==> config.mk <==
export PLATFORM = sky130hd
export DESIGN_NAME = moesif_snoop_coherence_controller
export DESIGN_NICKNAME = d
export VERILOG_FILES = /design/src/hdl/msc_pkg.sv /design/src/hdl/msc_xact.sv /design/src/hdl/moesif_snoop_coherence_controller.sv
export VERILOG_INCLUDE_DIRS = /design/src /design/src/hdl
export SDC_FILE = /design/constraint.sdc
export NUM_CORES = 1
export LEC_CHECK = 0
export BUFFER_PORTS_ARGS = -buffer_cell sky130_fd_sc_hd__clkbuf_2
export CAP_MARGIN = 10
export CORE_MARGIN = 1.5
export CORE_UTILIZATION = 40
export CTS_CLUSTER_DIAMETER = 100
export DETAILED_ROUTE_END_ITERATION = 6
export HOLD_SLACK_MARGIN = 0.02
export SYNTH_ARGS = -nofsm -noshare
export SYNTH_HDL_FRONTEND = slang
export SYNTH_SLANG_ARGS = --single-unit
==> constraint.sdc <==
create_clock -name clk_i -period 20.9 [get_ports clk_i]
set_input_delay 4.18 -clock clk_i [delete_from_list [all_inputs] [get_ports clk_i]]
set_output_delay 4.18 -clock clk_i [all_outputs]
set_load 0.03 [all_outputs]
==> src/hdl/moesif_snoop_coherence_controller_macros.svh <==
// Assertion macros for the MOESIF snoop coherence controller.
`ifndef MOESIF_SNOOP_COHERENCE_CONTROLLER_MACROS_SVH
`define MOESIF_SNOOP_COHERENCE_CONTROLLER_MACROS_SVH

// Same-cycle implication, sampled on clk_i, off during reset.
`define MSC_ASSERT_NOW(label, ante, cons) \
  label: assert property (@(posedge clk_i) disable iff (!rst_ni) (ante) |-> (cons)) \
    else $error("moesif controller check failed");

// Delayed implication, sampled on clk_i, off during reset.
`define MSC_ASSERT_LAT2(label, ante, cons) \
  label: assert property (@(posedge clk_i) disable iff (!rst_ni) (ante) |-> ##2 (cons)) \
    else $error("moesif controller latency check failed");

`endif

==> src/hdl/msc_pkg.sv <==
// Shared types and constants for the MOESIF snoop coherence controller.
package msc_pkg;

  localparam int unsigned LINES_DEF         = 256;
  localparam int unsigned CACHE_ID_BITS_DEF = 4;
  localparam int unsigned OP_W              = 3;
  localparam int unsigned LINE_IN_W         = 8;
  localparam int unsigned ADDR_W            = 32;

  typedef enum logic [2:0] {
    ST_I  = 3'd0,
    ST_S  = 3'd1,
    ST_E  = 3'd2,
    ST_O  = 3'd3,
    ST_M  = 3'd4,
    ST_F  = 3'd5,
    ST_IM = 3'd6,
    ST_IS = 3'd7
  } line_state_e;

  typedef enum logic [2:0] {
    OP_LOAD  = 3'd0,
    OP_STORE = 3'd1,
    OP_GETS  = 3'd2,
    OP_GETM  = 3'd3,
    OP_DATA  = 3'd4
  } op_e;

  typedef enum logic [1:0] {
    REQ_NONE = 2'd0,
    REQ_GETS = 2'd1,
    REQ_GETM = 2'd2
  } bus_req_e;

  typedef enum logic [1:0] {
    ERR_NONE    = 2'd0,
    ERR_INVALID = 2'd1,
    ERR_PENDING = 2'd2
  } err_e;

  typedef struct packed {
    bus_req_e    breq;
    logic        to_proc;
    logic        on_bus;
    logic        shared;
    logic        miss;
    logic        silent;
    err_e        err;
    line_state_e ns;
  } action_t;

endpackage

==> src/hdl/msc_xact.sv <==
// Coherence transition logic: line state and event in, actions and next state out.
module msc_xact (
  input  logic [msc_pkg::OP_W-1:0] op_i,
  input  msc_pkg::line_state_e     state_i,
  input  logic                     shared_i,
  output msc_pkg::action_t         action_o
);
  import msc_pkg::*;

  always_comb begin
    action_o         = '0;
    action_o.breq    = REQ_NONE;
    action_o.err     = ERR_NONE;
    action_o.ns      = state_i;
    case (op_i)
      OP_LOAD, OP_STORE: begin
        case (state_i)
          ST_I: begin
            action_o.ns   = (op_i == OP_STORE) ? ST_IM : ST_IS;
            action_o.breq = (op_i == OP_STORE) ? REQ_GETM : REQ_GETS;
            action_o.miss = 1'b1;
          end
          ST_S, ST_O, ST_F: begin
            if (op_i == OP_STORE) begin
              action_o.ns   = ST_IM;
              action_o.breq = REQ_GETM;
              action_o.miss = 1'b1;
            end else begin
              action_o.to_proc = 1'b1;
            end
          end
          ST_E: begin
            action_o.to_proc = 1'b1;
            if (op_i == OP_STORE) begin
              action_o.ns     = ST_M;
              action_o.silent = 1'b1;
            end
          end
          ST_M: action_o.to_proc = 1'b1;
          default: action_o.err = ERR_PENDING;  // transient: request outstanding
        endcase
      end
      OP_GETS, OP_GETM, OP_DATA: begin
        case (state_i)
          ST_I: ;
          ST_S: begin
            if (op_i == OP_GETS) action_o.shared = 1'b1;
            else if (op_i == OP_GETM) action_o.ns = ST_I;
          end
          ST_E, ST_F: begin
            if (op_i == OP_DATA) begin
              action_o.err = ERR_INVALID;
            end else begin
              action_o.shared = 1'b1;
              action_o.on_bus = 1'b1;
              if (op_i == OP_GETM) action_o.ns = ST_I;
              else if (state_i == ST_E) action_o.ns = ST_F;
            end
          end
          ST_O, ST_M: begin
            if (op_i != OP_DATA) begin
              action_o.shared = 1'b1;
              action_o.on_bus = 1'b1;
              action_o.ns     = (op_i == OP_GETM) ? ST_I : ST_O;
            end
          end
          ST_IM: begin
            if (op_i == OP_DATA) begin
              action_o.ns      = ST_M;
              action_o.to_proc = 1'b1;
            end
          end
          default: begin  // IS
            if (op_i == OP_DATA) begin
              action_o.ns      = shared_i ? ST_S : ST_E;
              action_o.to_proc = 1'b1;
            end
          end
        endcase
      end
      default: action_o.err = ERR_INVALID;
    endcase
    // an error leaves the line as it was and drives no action
    if (action_o.err != ERR_NONE) begin
      action_o.breq    = REQ_NONE;
      action_o.to_proc = 1'b0;
      action_o.on_bus  = 1'b0;
      action_o.shared  = 1'b0;
      action_o.miss    = 1'b0;
      action_o.silent  = 1'b0;
      action_o.ns      = state_i;
    end
  end

endmodule

==> src/hdl/moesif_snoop_coherence_controller.sv <==
// MOESIF snooping coherence controller: line state table and command port.
// After reset the block walks the state table once, one line per cycle,
// marking every line invalid; busy_o stays high until the walk is done.
// From then on busy_o is low and a command (processor load/store or snooped
// GETS/GETM/DATA) is taken in every cycle start_i is high. Each command gives
// exactly one result, shown for one cycle with done_o. The edge that takes
// the command does the registered read of the state table; the next edge
// registers the transition, the result and the write-back. A command to the
// same line as the one just before it sees that line's new state through a
// forwarding path. Results cannot be held off; take them when done_o is high.
module moesif_snoop_coherence_controller #(
  parameter int unsigned LINES         = msc_pkg::LINES_DEF,
  parameter int unsigned CACHE_ID_BITS = msc_pkg::CACHE_ID_BITS_DEF
) (
  input  logic                           clk_i,
  input  logic                           rst_ni,
  input  logic                           start_i,
  output logic                           busy_o,
  input  logic [msc_pkg::OP_W-1:0]       operation_i,
  input  logic [msc_pkg::LINE_IN_W-1:0]  line_index_i,
  input  logic [msc_pkg::ADDR_W-1:0]     address_i,
  input  logic [CACHE_ID_BITS-1:0]       source_id_i,
  input  logic                           shared_in_i,
  output logic                           done_o,
  output logic [1:0]                     bus_request_o,
  output logic [msc_pkg::ADDR_W-1:0]     request_address_o,
  output logic                           data_to_processor_o,
  output logic                           data_on_bus_o,
  output logic [CACHE_ID_BITS-1:0]       data_destination_o,
  output logic                           assert_shared_o,
  output logic                           miss_o,
  output logic                           silent_upgrade_o,
  output logic [1:0]                     error_code_o,
  output logic [2:0]                     new_line_state_o
);
  import msc_pkg::*;
  `include "moesif_snoop_coherence_controller_macros.svh"

  localparam int unsigned IDX_W = (LINES > 1) ? $clog2(LINES) : 1;

  logic [2:0]          mem [LINES];
  logic [2:0]          rd_q;

  logic                accept;
  logic [IDX_W-1:0]    idx;

  logic                clr_q, clr_d;
  logic [IDX_W-1:0]    clr_cnt_q, clr_cnt_d;

  logic                s1_valid_q;
  logic [OP_W-1:0]     s1_op_q;
  logic [IDX_W-1:0]    s1_idx_q;
  logic [ADDR_W-1:0]   s1_addr_q;
  logic [CACHE_ID_BITS-1:0] s1_src_q;
  logic                s1_shr_q;
  logic                fwd_hit_q;
  line_state_e         fwd_val_q;

  line_state_e         cur_state;
  action_t             act;

  logic                we;
  logic [IDX_W-1:0]    waddr;
  logic [2:0]          wdata;

  logic                done_q;
  action_t             res_q;
  logic [ADDR_W-1:0]   res_addr_q;
  logic [CACHE_ID_BITS-1:0] res_dst_q;

  assign accept = start_i && !busy_o;
  assign busy_o = clr_q;

  // line index reduced modulo LINES
  if (LINES >= (1 << LINE_IN_W)) begin : g_idx_wide
    assign idx = IDX_W'(line_index_i);
  end else begin : g_idx_mod
    logic [IDX_W-1:0] mod_tbl [1 << LINE_IN_W];
    for (genvar v = 0; v < (1 << LINE_IN_W); v++) begin : g_tbl
      assign mod_tbl[v] = IDX_W'(v % LINES);
    end
    assign idx = mod_tbl[line_index_i];
  end

  // clearing pass after reset
  always_comb begin
    clr_d     = clr_q;
    clr_cnt_d = clr_cnt_q;
    if (clr_q) begin
      if (clr_cnt_q == IDX_W'(LINES - 1)) clr_d = 1'b0;
      else clr_cnt_d = clr_cnt_q + 1'b1;
    end
  end

  assign cur_state = fwd_hit_q ? fwd_val_q : line_state_e'(rd_q);

  msc_xact u_xact (
    .op_i     (s1_op_q),
    .state_i  (cur_state),
    .shared_i (s1_shr_q),
    .action_o (act)
  );

  assign we    = clr_q || s1_valid_q;
  assign waddr = clr_q ? clr_cnt_q : s1_idx_q;
  assign wdata = clr_q ? ST_I : act.ns;

  always_ff @(posedge clk_i) begin
    if (we) mem[waddr] <= wdata;
    if (accept) rd_q <= mem[idx];
  end

  always_ff @(posedge clk_i or negedge rst_ni) begin
    if (!rst_ni) begin
      clr_q      <= 1'b1;
      clr_cnt_q  <= '0;
      s1_valid_q <= 1'b0;
      done_q     <= 1'b0;
    end else begin
      clr_q      <= clr_d;
      clr_cnt_q  <= clr_cnt_d;
      s1_valid_q <= accept;
      done_q     <= s1_valid_q;
    end
  end

  always_ff @(posedge clk_i) begin
    if (accept) begin
      s1_op_q   <= operation_i;
      s1_idx_q  <= idx;
      s1_addr_q <= address_i;
      s1_src_q  <= source_id_i;
      s1_shr_q  <= shared_in_i;
      // write-back of the previous command lands at this same edge
      fwd_hit_q <= s1_valid_q && (s1_idx_q == idx);
      fwd_val_q <= act.ns;
    end
    if (s1_valid_q) begin
      res_q      <= act;
      res_addr_q <= (act.breq != REQ_NONE || act.to_proc || act.on_bus) ?
                    s1_addr_q : '0;
      res_dst_q  <= act.on_bus ? s1_src_q : '0;
    end
  end

  assign done_o              = done_q;
  assign bus_request_o       = res_q.breq;
  assign request_address_o   = res_addr_q;
  assign data_to_processor_o = res_q.to_proc;
  assign data_on_bus_o       = res_q.on_bus;
  assign data_destination_o  = res_dst_q;
  assign assert_shared_o     = res_q.shared;
  assign miss_o              = res_q.miss;
  assign silent_upgrade_o    = res_q.silent;
  assign error_code_o        = res_q.err;
  assign new_line_state_o    = res_q.ns;

  `MSC_ASSERT_NOW(a_no_result_while_clearing, busy_o, !done_o && !s1_valid_q)
  `MSC_ASSERT_LAT2(a_result_follows_accept, start_i && !busy_o, done_o)
  `MSC_ASSERT_NOW(a_error_is_quiet, done_o && (error_code_o != ERR_NONE), (bus_request_o == REQ_NONE) && !data_on_bus_o && !data_to_processor_o && !miss_o)
  `MSC_ASSERT_NOW(a_silent_ends_modified, done_o && silent_upgrade_o, (new_line_state_o == ST_M) && (bus_request_o == REQ_NONE))

endmodule

* After elaboration in Yosys (flattened, before gate mapping)
Memories as Yosys holds them, arrays and structs flattened. A register that Yosys moved wholly into a read port is not among the register bits. Index checks and enable logic that the tools add are counted.
Word-level totals: bits in registers 111, bits in writable memories 768, input bits 51, output and inout port bits 50, word-level logic and storage cells 109, memories 1
Memories:
- mem | depth 256, bits a word 3, read ports 1, clocked after memory_dff 1, write ports 1, RTL line moesif_snoop_coherence_controller.sv:41 | logic [2:0] mem [LINES];
Operators by class: add/sub/neg operators 1, eq/ne operators 13, multiplexer cells 48, bitwise gates (word level) 4, reduce and logical (&&, ||, !) cells 21
Operators with widths (count):
- two-way mux 3 bit | 13
- two-way mux 2 bit | 11
- one-hot mux 3 bit (5 select lines) | 1
- == test 3 x 2 -> 1 bit, second input constant | 4
- == test 3 bit, second input constant | 4
- two-way mux 1 bit | 12
- OR reduction 2 bit | 6
- one-hot mux 3 bit (3 select lines) | 1
- OR reduction 3 bit | 3
- adder 8 x 1 -> 8 bit, second input constant | 1
- == test 8 bit | 1
- == test 8 bit, second input constant | 1
- two-way mux 8 bit | 1
- one-hot mux 1 bit (2 select lines) | 4
- one-hot mux 2 bit (2 select lines) | 2
- two-way mux 7 bit | 1
- == test 3 x 1 -> 1 bit, second input constant | 2
- logical NOT 3 bit | 2
- one-hot mux 3 bit (2 select lines) | 1
- OR reduction 6 bit | 1
- inverter 1 bit | 4
- nonzero test 2 bit | 2
- logical OR 1 bit | 3
- inequality test 3 bit, second input constant | 1
- 4 further kinds | 5

* Longest topological paths before layout
Gate-level depths: netlist of run 1.
depth in word-level cells 10, depth in mapped cells 12, mapped depth without buffers 8

* Modules after synthesis
From an unflattened synthesis of run 1, not the netlist that was laid out.
Unflattened totals: cells, all modules 1908, area total of the unflattened synthesis 35649.2 µm²
By module, submodules not included:
- moesif_snoop_coherence_controller | instances 1, cells each 1837, area each 35222.5 µm², sequential area each 26431.6 µm²
- msc_xact | instances 1, cells each 71, area each 426.7 µm², sequential area each 0.0 µm²

* Worst setup path after synthesis of run 1
No wires, ideal clock.
kind flip-flop to flip-flop, start register fwd_hit_q, end memory mem[0][0] (data pin), library setup time 1458 ps, arrival 7937 ps, data required time 19442 ps, path slack 11505 ps, stages on the path, launching flop included 9, buffers on the path 2, clock period less this slack 9395 ps, cell sequence edfxtp_1 buf_4 mux2_2 buf_2 nand3_1 a31oi_1 a2111oi_0 a221o_1 nor2b_1
RTL lines:
- from (decl) | RTL line moesif_snoop_coherence_controller.sv:56 | logic fwd_hit_q;
- from (signal assigned) | RTL line moesif_snoop_coherence_controller.sv:135 | fwd_hit_q <= s1_valid_q && (s1_idx_q == idx);
- to (decl) | RTL line moesif_snoop_coherence_controller.sv:41

==> results.txt, run 1 <==
- The pre-antenna-repair detailed-routing pass consisted of 7 iterations.
- Entering global routing, the biggest net connects 257 pins.
* Routed length per instance: 25.6 um
- Across all layers, the routed design uses around 18000 vias.
- Violations in the final reports: DRC, slew limit
- Number of vias per cell after detailed routing: 5.61
- A synthesized cell averages 18.7 um2.
* Row Count: 108
- CTS tree: yes
- The floorplan step set the die height to 300 um.
- In the routed design, unresolved DRC markers number 2.
- Once detailed placement completed, the half-perimeter wirelength came to 46600 um.
- Required time reported for the critical path endpoint: about 21 ns
- Capturing element type of the critical path: register
* Count of nets left with antenna violations after detail routing: 0
- Via count of the first global-routing pass: 18600
- Hold is met by roughly 0.52 ns.
* Max-cap violations: 0
* Fmax: 0.128 GHz
- Clock-pin slew was measured on the worst setup and hold paths at 0.06 ns.
- Minimum clock period after layout: 7.84 ns
- The total overflow left after global routing is 0.
- The most used flip-flop cell after synthesis is edfxtp_1.
- Max H-tree Level: 3
- Yosys mapped a number of flops with a built-in enable equal to 871.
- Reg2Reg Launch Point: fwd_hit_q$_DFFE_PP_
* Die ar.: ~90000 um2
* Fraction of registers with async set/reset: 1.25%
- Across the routed clock network, the largest skew measured is 0.0219 ns.
- The clock net in this run drives a total of about 900 sinks.
- Slew @ Worst Pin: approximately 1.6 ns
* Maximum number of buffers from clock root to sink: 3
- Sequential element share of the synthesized area: 75.0%
- The Yosys step of the flow raised 0 warnings.
- Total length of routed wires: between 80000 and 90000 um
- The initial utilization of the core area, before any placement, comes to 40.5%.
- Classification of the worst-slack hold path: reg2reg
- Summed over all cells, the static leakage comes to 12.4 nW.
* Number of distinct library cells after synthesis: 66
- The worst hold path terminates at request_address_o[22]$_SDFFCE_PN0P_.
* Post-route setup TNS: 0 ns
- Setup violations remaining at the end of the flow were counted as 0.
- 0 antenna diodes ended up in the layout.
- Buffers on Ports: 100
- At the later pin of the worst-skew pair, clock insertion delay measures 0.65 ns.
- In this run, placement finished with an instance count of about 3000.
* Net Count, Synth: 1938
- Kind of start point of the critical path: primary input
- Total of fill cells in the finished design: 7427
- The number of hold buffers added after CTS was 0.
- Worst VDD drop: 0.0798 mV
* Post-route insts no fill: 3211
- Count of nets after finishing: 2036
- Clock tree synthesis selected as its root buffer the cell clkbuf_16.
- Synthesis produced 1886 cells.
- The number of antenna violations at the first check in global routing came to 3.
- In this run the register-to-register setup slack is 16.81 ns.
- The cell area that synthesis handed to floorplanning was about 35000 um2.
- The worst hold path begins at s1_addr_q[22]$_DFFE_PP_.
* Period utilisation layout: 37.5%
- Cell area power density: 99.0 nW/um2
- Critical register-to-register path endpoint: mem[179][0]$_DFFE_PP_
- In this run the tightest slew margin relative to its limit is -8.53%.
* Number of slew-limit violations in the final report: 80
* Flip-flop and latch count after synthesis: 882
- For this design the top-level I/O count stands at roughly 100.
- Post-CTS Setup Repair Bufs: 0
* Status: finished with violations
- In the final layout, flip-flops and latches occupy 26400 um2.
- The core region is 87000 um2.
- Highest net fanout along the worst path: 72
- Number of stages on the worst hold path: 1
- Count of endpoints failing hold in the final timing report: 0
- From synthesis to final layout, the design area changed by 12.6%.
- Buffers inserted during clock tree synthesis total 89.
* Number of DRC markers after the initial detailed-route iteration: 1804
* Critical setup path kind: in2reg
- Setup repair after global routing left no endpoint under its margin.
- Gp weighted congestion: 0.843
- The first global-routing pass estimated 122000 um of wire.
- GR Util All Layers: 18.4%
- Die Wd: 300 um
- Share of cells above drive strength 1: 23.1%
- Signal arrival time at the worst endpoint: 8.23 ns
- Utilization of the core after routing: between 40 and 50%
- Summing all multi-input logic gate instances after layout gives 8250 um2.
* # resized after CTS: 0
- Worst reg2reg path depth: 7
-- placed cells by master (no fill, tap or decap), types with 5 or more instances in the layout --
master and instances:
a22oi_1 23, clkbuf_1 30, o21ai_0 20, nor3_1 6, nand3b_1 5, o221ai_1 13
nor2_1 291, dfrtp_1 9, clkbuf_2 98, a21oi_1 26, clkbuf_16 92, edfxtp_1 871
mux2_2 7, bufinv_16 6, clkinv_2 10, and2_1 5, and3_1 7, inv_1 11
clkbuf_8 5, xnor2_1 12, o31ai_1 6, mux4_2 202, o22ai_1 5, nand2b_1 7
buf_4 17, nand3_1 13, mux2i_1 37, nand2_1 70, nor2b_1 37, nand2_2 13
clkinv_1 17, a2111oi_0 7
-- cells in the mapped netlist (5+ instances only) --
| library cell | instances | area [um2] |
|---|---|---|
| nor2b_1 | 41 | 257 |
| o22ai_1 | 5 | 31.3 |
| a22oi_1 | 23 | 173 |
| o31ai_1 | 6 | 45.0 |
| a21oi_1 | 26 | 130 |
| inv_1 | 12 | 45.0 |
| nor2_1 | 291 | 1090 |
| xnor2_1 | 12 | 105 |
| buf_2 | 22 | 110 |
| buf_4 | 13 | 97.6 |
| and3_1 | 7 | 43.8 |
| clkbuf_1 | 64 | 240 |
| buf_6 | 8 | 90.1 |
| edfxtp_1 | 871 | 26200 |
| mux4_2 | 202 | 4550 |
| nand2_1 | 83 | 312 |
| o221ai_1 | 13 | 114 |
| and2_1 | 5 | 31.3 |
| mux2i_1 | 37 | 370 |
| nand3_1 | 13 | 65.1 |
| nand3b_1 | 5 | 37.5 |
| nor3_1 | 6 | 30.0 |
| o21ai_0 | 20 | 100 |
| nand2b_1 | 7 | 43.8 |
| dfrtp_1 | 10 | 250 |
| a2111oi_0 | 7 | 61.3 |
| mux2_2 | 7 | 78.8 |
-- worst max-delay path by stage --
stage                   startpoint             endpoint  slack, ns  depth (start not counted)
6_report           line_index_i[0]    rd_q[1]$_DFFE_PP_      13.06                          9
5_1_grt            line_index_i[0]    rd_q[1]$_DFFE_PP_      12.79                          9
2_1_floorplan  fwd_hit_q$_DFFE_PP_  mem[0][0]$_DFFE_PP_      11.50                          8
4_1_cts            line_index_i[0]    rd_q[1]$_DFFE_PP_      13.03                          9
3_5_place_dp       line_index_i[0]    rd_q[1]$_DFFE_PP_      12.34                          9
3_3_place_gp       line_index_i[0]    rd_q[1]$_DFFE_PP_      12.43                          9
-- critical path, cell delays in order --
cell and delay, ns:
buf_8 0.58, buf_4 0.67, buf_4 0.79, mux4_2 0.59
mux4_2 0.47, a21oi_1 0.21, o21ai_0 0.15, nor4bb_1 0.15
a211o_1 0.29
-- registers in the layout, summed over array words and instances, names as in the netlist, 2 cells and up --
register            cells
request_address_o      32
bus_request_o           2
s1_src_q                4
fwd_val_q               3
s1_addr_q              32
rd_q                    3
s1_idx_q                8
new_line_state_o        3
s1_op_q                 3
mem                   768
error_code_o            2
data_destination_o      4
clr_cnt_q               8
-- logic make-up (layout without fill, tap and decap cells) --
family | count (synthesis) | after routing | share of synthesized area, %
xor+xnor | 15 | 15 | 0.373
compound gates | 136 | 136 | 2.71
mux | 248 | 248 | 14.3
simple gates | 477 | 477 | 5.80
fa+ha+maj | 1 | 1 | 0.0355
buf+inv | 127 | 297 | 1.83
flops | 882 | 882 | 75.0
-- per-layer routing --
layer	vias to the layer above	global-route usage [%]	share of wire, %
li1	7736	-	-
met5	-	0	0.043
met3	162	4.74	8.7
met2	756	29.1	47
met4	6	6.34	3.1
met1	9352	24.9	41
-- cell type report --
type | count | share of cell area, %
Timing Repair Buffer | 120 | 1.78
Inverter | 14 | 0.132
Sequential cell | 882 | 66.6
Clock inverter | 37 | 0.826
Multi-Input combinational cell | 877 | 20.8
Clock buffer | 126 | 6.22
Tap cell | 1155 | 3.64
-- per-stage QoR --
stage	setup slack (ns)	cell area [um2]	total power, mW
after floorplan	11.50	35300	2.33
final	13.06	39700	3.93
after global routing	12.79	39700	4.04
after global placement	12.43	36900	2.42
after CTS	13.03	39700	3.96
after detailed placement	12.34	36900	2.43
-- power breakdown --
part	switching, mW	internal (mW)	leakage [nW]
logic	0.230	0.0815	3.01
registers	0.00971	2.06	8.08
clock network	0.646	0.895	1.36
total	0.886	3.04	12.4
Note: power is estimated with default switching activity, not from simulation.
==> run 2, diff against run 1 <==
Clock period 20.9 ns to 7.1 ns, I/O delays scaled along.
==> run 2 against run 1 <==
The run now ends clean. Setup slack got worse by 10 ns. Worst hold slack improved by 0.0045 ns. Register-to-register slack got worse by 14 ns. Sequential share of layout area decreased by 0.47 points. Largest cell class unchanged. Via count increased by 0.27%. Cell count increased by 0.22%. Clock skew increased by 0.0089 ns. Critical endpoint unchanged. Utilization increased by 0.32 points. Clock-buffer cell count decreased by 15.
==> results.txt, run 2 (synthesis results as in run 1) <==
- The run finished with clean final reports.
- In this run, post-CTS hold repair placed 0 buffers.
* Clock sink count: 882
- The floorplan step set the die width to 300 um.
* HPWL after detailed placement: slightly below 50000 um
- STA puts the critical path data required time at 7.47 ns.
- TritonCTS created 88 clock buffers.
* Finish-stage setup viols: 0
- After detailed routing, the number of vias per cell comes to 5.61.
- Vias after detailed routing: 18100
* CTS tree: yes
* Sequential share of power: about 50%
- Cell area power density: between 200 and 300 nW/um2
- Summed over all cells, the static leakage comes to 12.6 nW.
* Net load switching power: between 2 and 3 mW
- Post-route insts no fill: 3218
- Port buffering added 100 buffers.
* Die Span Y: 300 um
- Utilization of the core after routing: 45.9%
- 0 antenna diodes ended up in the layout.
- GR Util All Layers: 18.7%
* Number of slew-limit violations in the final report: 0
- Post-route setup TNS: 0 ns
- Post-route DRC violation count: 0
- At the later pin of the worst-skew pair, clock insertion delay measures 0.66 ns.
- For this block, the routed nets add up to 83600 um of wire.
* Clock slew seen by the registers of the worst setup and hold paths: 0.06 ns
- Power comes to 11.8 mW.
* Max-cap violations: 0
- Worst VDD drop: roughly 0.29 mV
- The congestion estimate from routability-driven global placement came to 0.849.
- The register with the most flip-flops in the layout has about 770 of them.
* Number of detailed-routing iterations run before antenna repair: 7
* Count of nets after finishing: just over 2000
* # resized after CTS: 0
- Cell-internal power: 9.12 mW
* Number of DRC markers after the initial detailed-route iteration: roughly 1900
- The number of global-route vias before repair is 18500.
- Most common cell after layout, fill and taps aside: edfxtp_1
- Antenna violations before repair: 2
- Count of endpoints failing hold in the final timing report: 0
- mem holds more flip-flops than any other register.
- The total overflow left after global routing is 0.
* Starting density of the core: 40.5%
- Net switching is between 20% and 30% of the power.
* Most frequent cells in the layout: edfxtp_1 (871), nor2_1 (291), mux4_2 (202)
* Capturing element type of the critical path: register
- The root buffer cell chosen for the clock tree is clkbuf_16.
- Row Count: 108
- Period utilisation layout: 61.9%
- The clock period could shrink to 4.39 ns.
- The first global-routing pass estimated 124000 um of wire.
- Slew headroom: 12.6%
* Max H-tree Level: 3
- Summing all non-filler instances in the final layout gives an area of 40000 um2.
- Signal arrival time at the worst endpoint: 4.77 ns
* Worst clock skew: a little over 0.03 ns
- Core ar.: 87000 um2
- Clk network pwr share: 40.6%
- Die ar.: 89900 um2
- Entering global routing, the biggest net connects 257 pins.
* Combinational share of power: just under 8%
* Total placed cells including tap cells: 3053
* Count of nets left with antenna violations after detail routing: 0
- Maximum number of buffers from clock root to sink: 3
* Placed instance area: 36900 um2
- The worst register-to-register path has a setup slack of ~3.2 ns.
- Classification of the worst-slack hold path: reg2reg
* Highest net fanout along the worst path: 74
- Relative to the synthesized area, the layout overhead comes to 13.4%.
* Fmax: roughly 0.23 GHz
* Post-CTS Setup Repair Bufs: 0
* Critical setup path kind: in2reg
- For the pin with the worst max-slew slack, the measured transition is between 1 and 1.5 ns.
- In this run the count of I/O pins placed on the die edge is 101.
* Share of cells above drive strength 1: between 20% and 30%
- Setup repair after global routing left no endpoint under its margin.
* Routed length per instance: 26.0 um
* Kind of start point of the critical path: primary input
[run 2: changes by cell type in the layout (fill, tap and decap cells not counted), sizes merged]
cell / before / now
buf: 21 / 27
bufinv: 6 / 11
clkbuf: 225 / 210
clkinv: 27 / 28
clkinvlp: 1 / 11
[run 2: through the flow]
stage	setup WS, ns	hold slack, ns
final	2.71	0.528
after global routing	2.50	0.544
after CTS	2.69	0.532
after detailed placement	2.01	0.517
after global placement	2.06	0.502
after floorplan	0.871	0.501
[run 2: layer usage]
metal	wire (um)	part of all wire, %	vias to the layer above	GRT usage, %
met1	33700	40	9405	24.9
met3	6850	8.2	148	4.17
li1	-	-	7733	-
met4	2620	3.1	2	6.60
met2	40500	48	773	30.4
met5	17	0.020	-	0
[run 2: critical path, stage by stage]
cell and delay, ns:
buf_8 0.59, buf_4 0.84, mux4_2 0.61, mux4_2 0.53
a21oi_1 0.20, o211ai_1 0.11, a211o_1 0.34
[run 2: cell type report]
type | instances | area [um2]
fill | 7294 | 47100
sequential | 882 | 26400
multi-input combinational | 877 | 8240
clock buffer | 111 | 2380
tap | 1155 | 1450
timing repair buffer | 126 | 790
clock inverter | 53 | 618
inverter | 14 | 52.6
[run 2: power groups by stage]
stage          clock network [mW]  logic [mW]  registers, mW
2_1_floorplan                   0       0.509           6.30
3_3_place_gp                    0       0.918           6.20
3_5_place_dp                    0       0.943           6.20
4_1_cts                      4.88       0.946           6.09
5_1_grt                      5.07        1.01           6.10
6_report                     4.80       0.932           6.10
[run 2: path summary, 6_finish.rpt]
check | to | from | depth (start not counted)
min in group asynchronous | clr_cnt_q[5]$_DFFE_PN0P_ | rst_ni | 1
worst max-delay path | rd_q[1]$_DFFE_PP_ | line_index_i[0] | 7
worst min-delay path | request_address_o[22]$_SDFFCE_PN0P_ | s1_addr_q[22]$_DFFE_PP_ | 1
worst min register to register | request_address_o[22]$_SDFFCE_PN0P_ | s1_addr_q[22]$_DFFE_PP_ | 1
max in group asynchronous | busy_o$_DFF_PN1_ | rst_ni | 1
worst max register to register | mem[91][1]$_DFFE_PP_ | fwd_hit_q$_DFFE_PP_ | 7
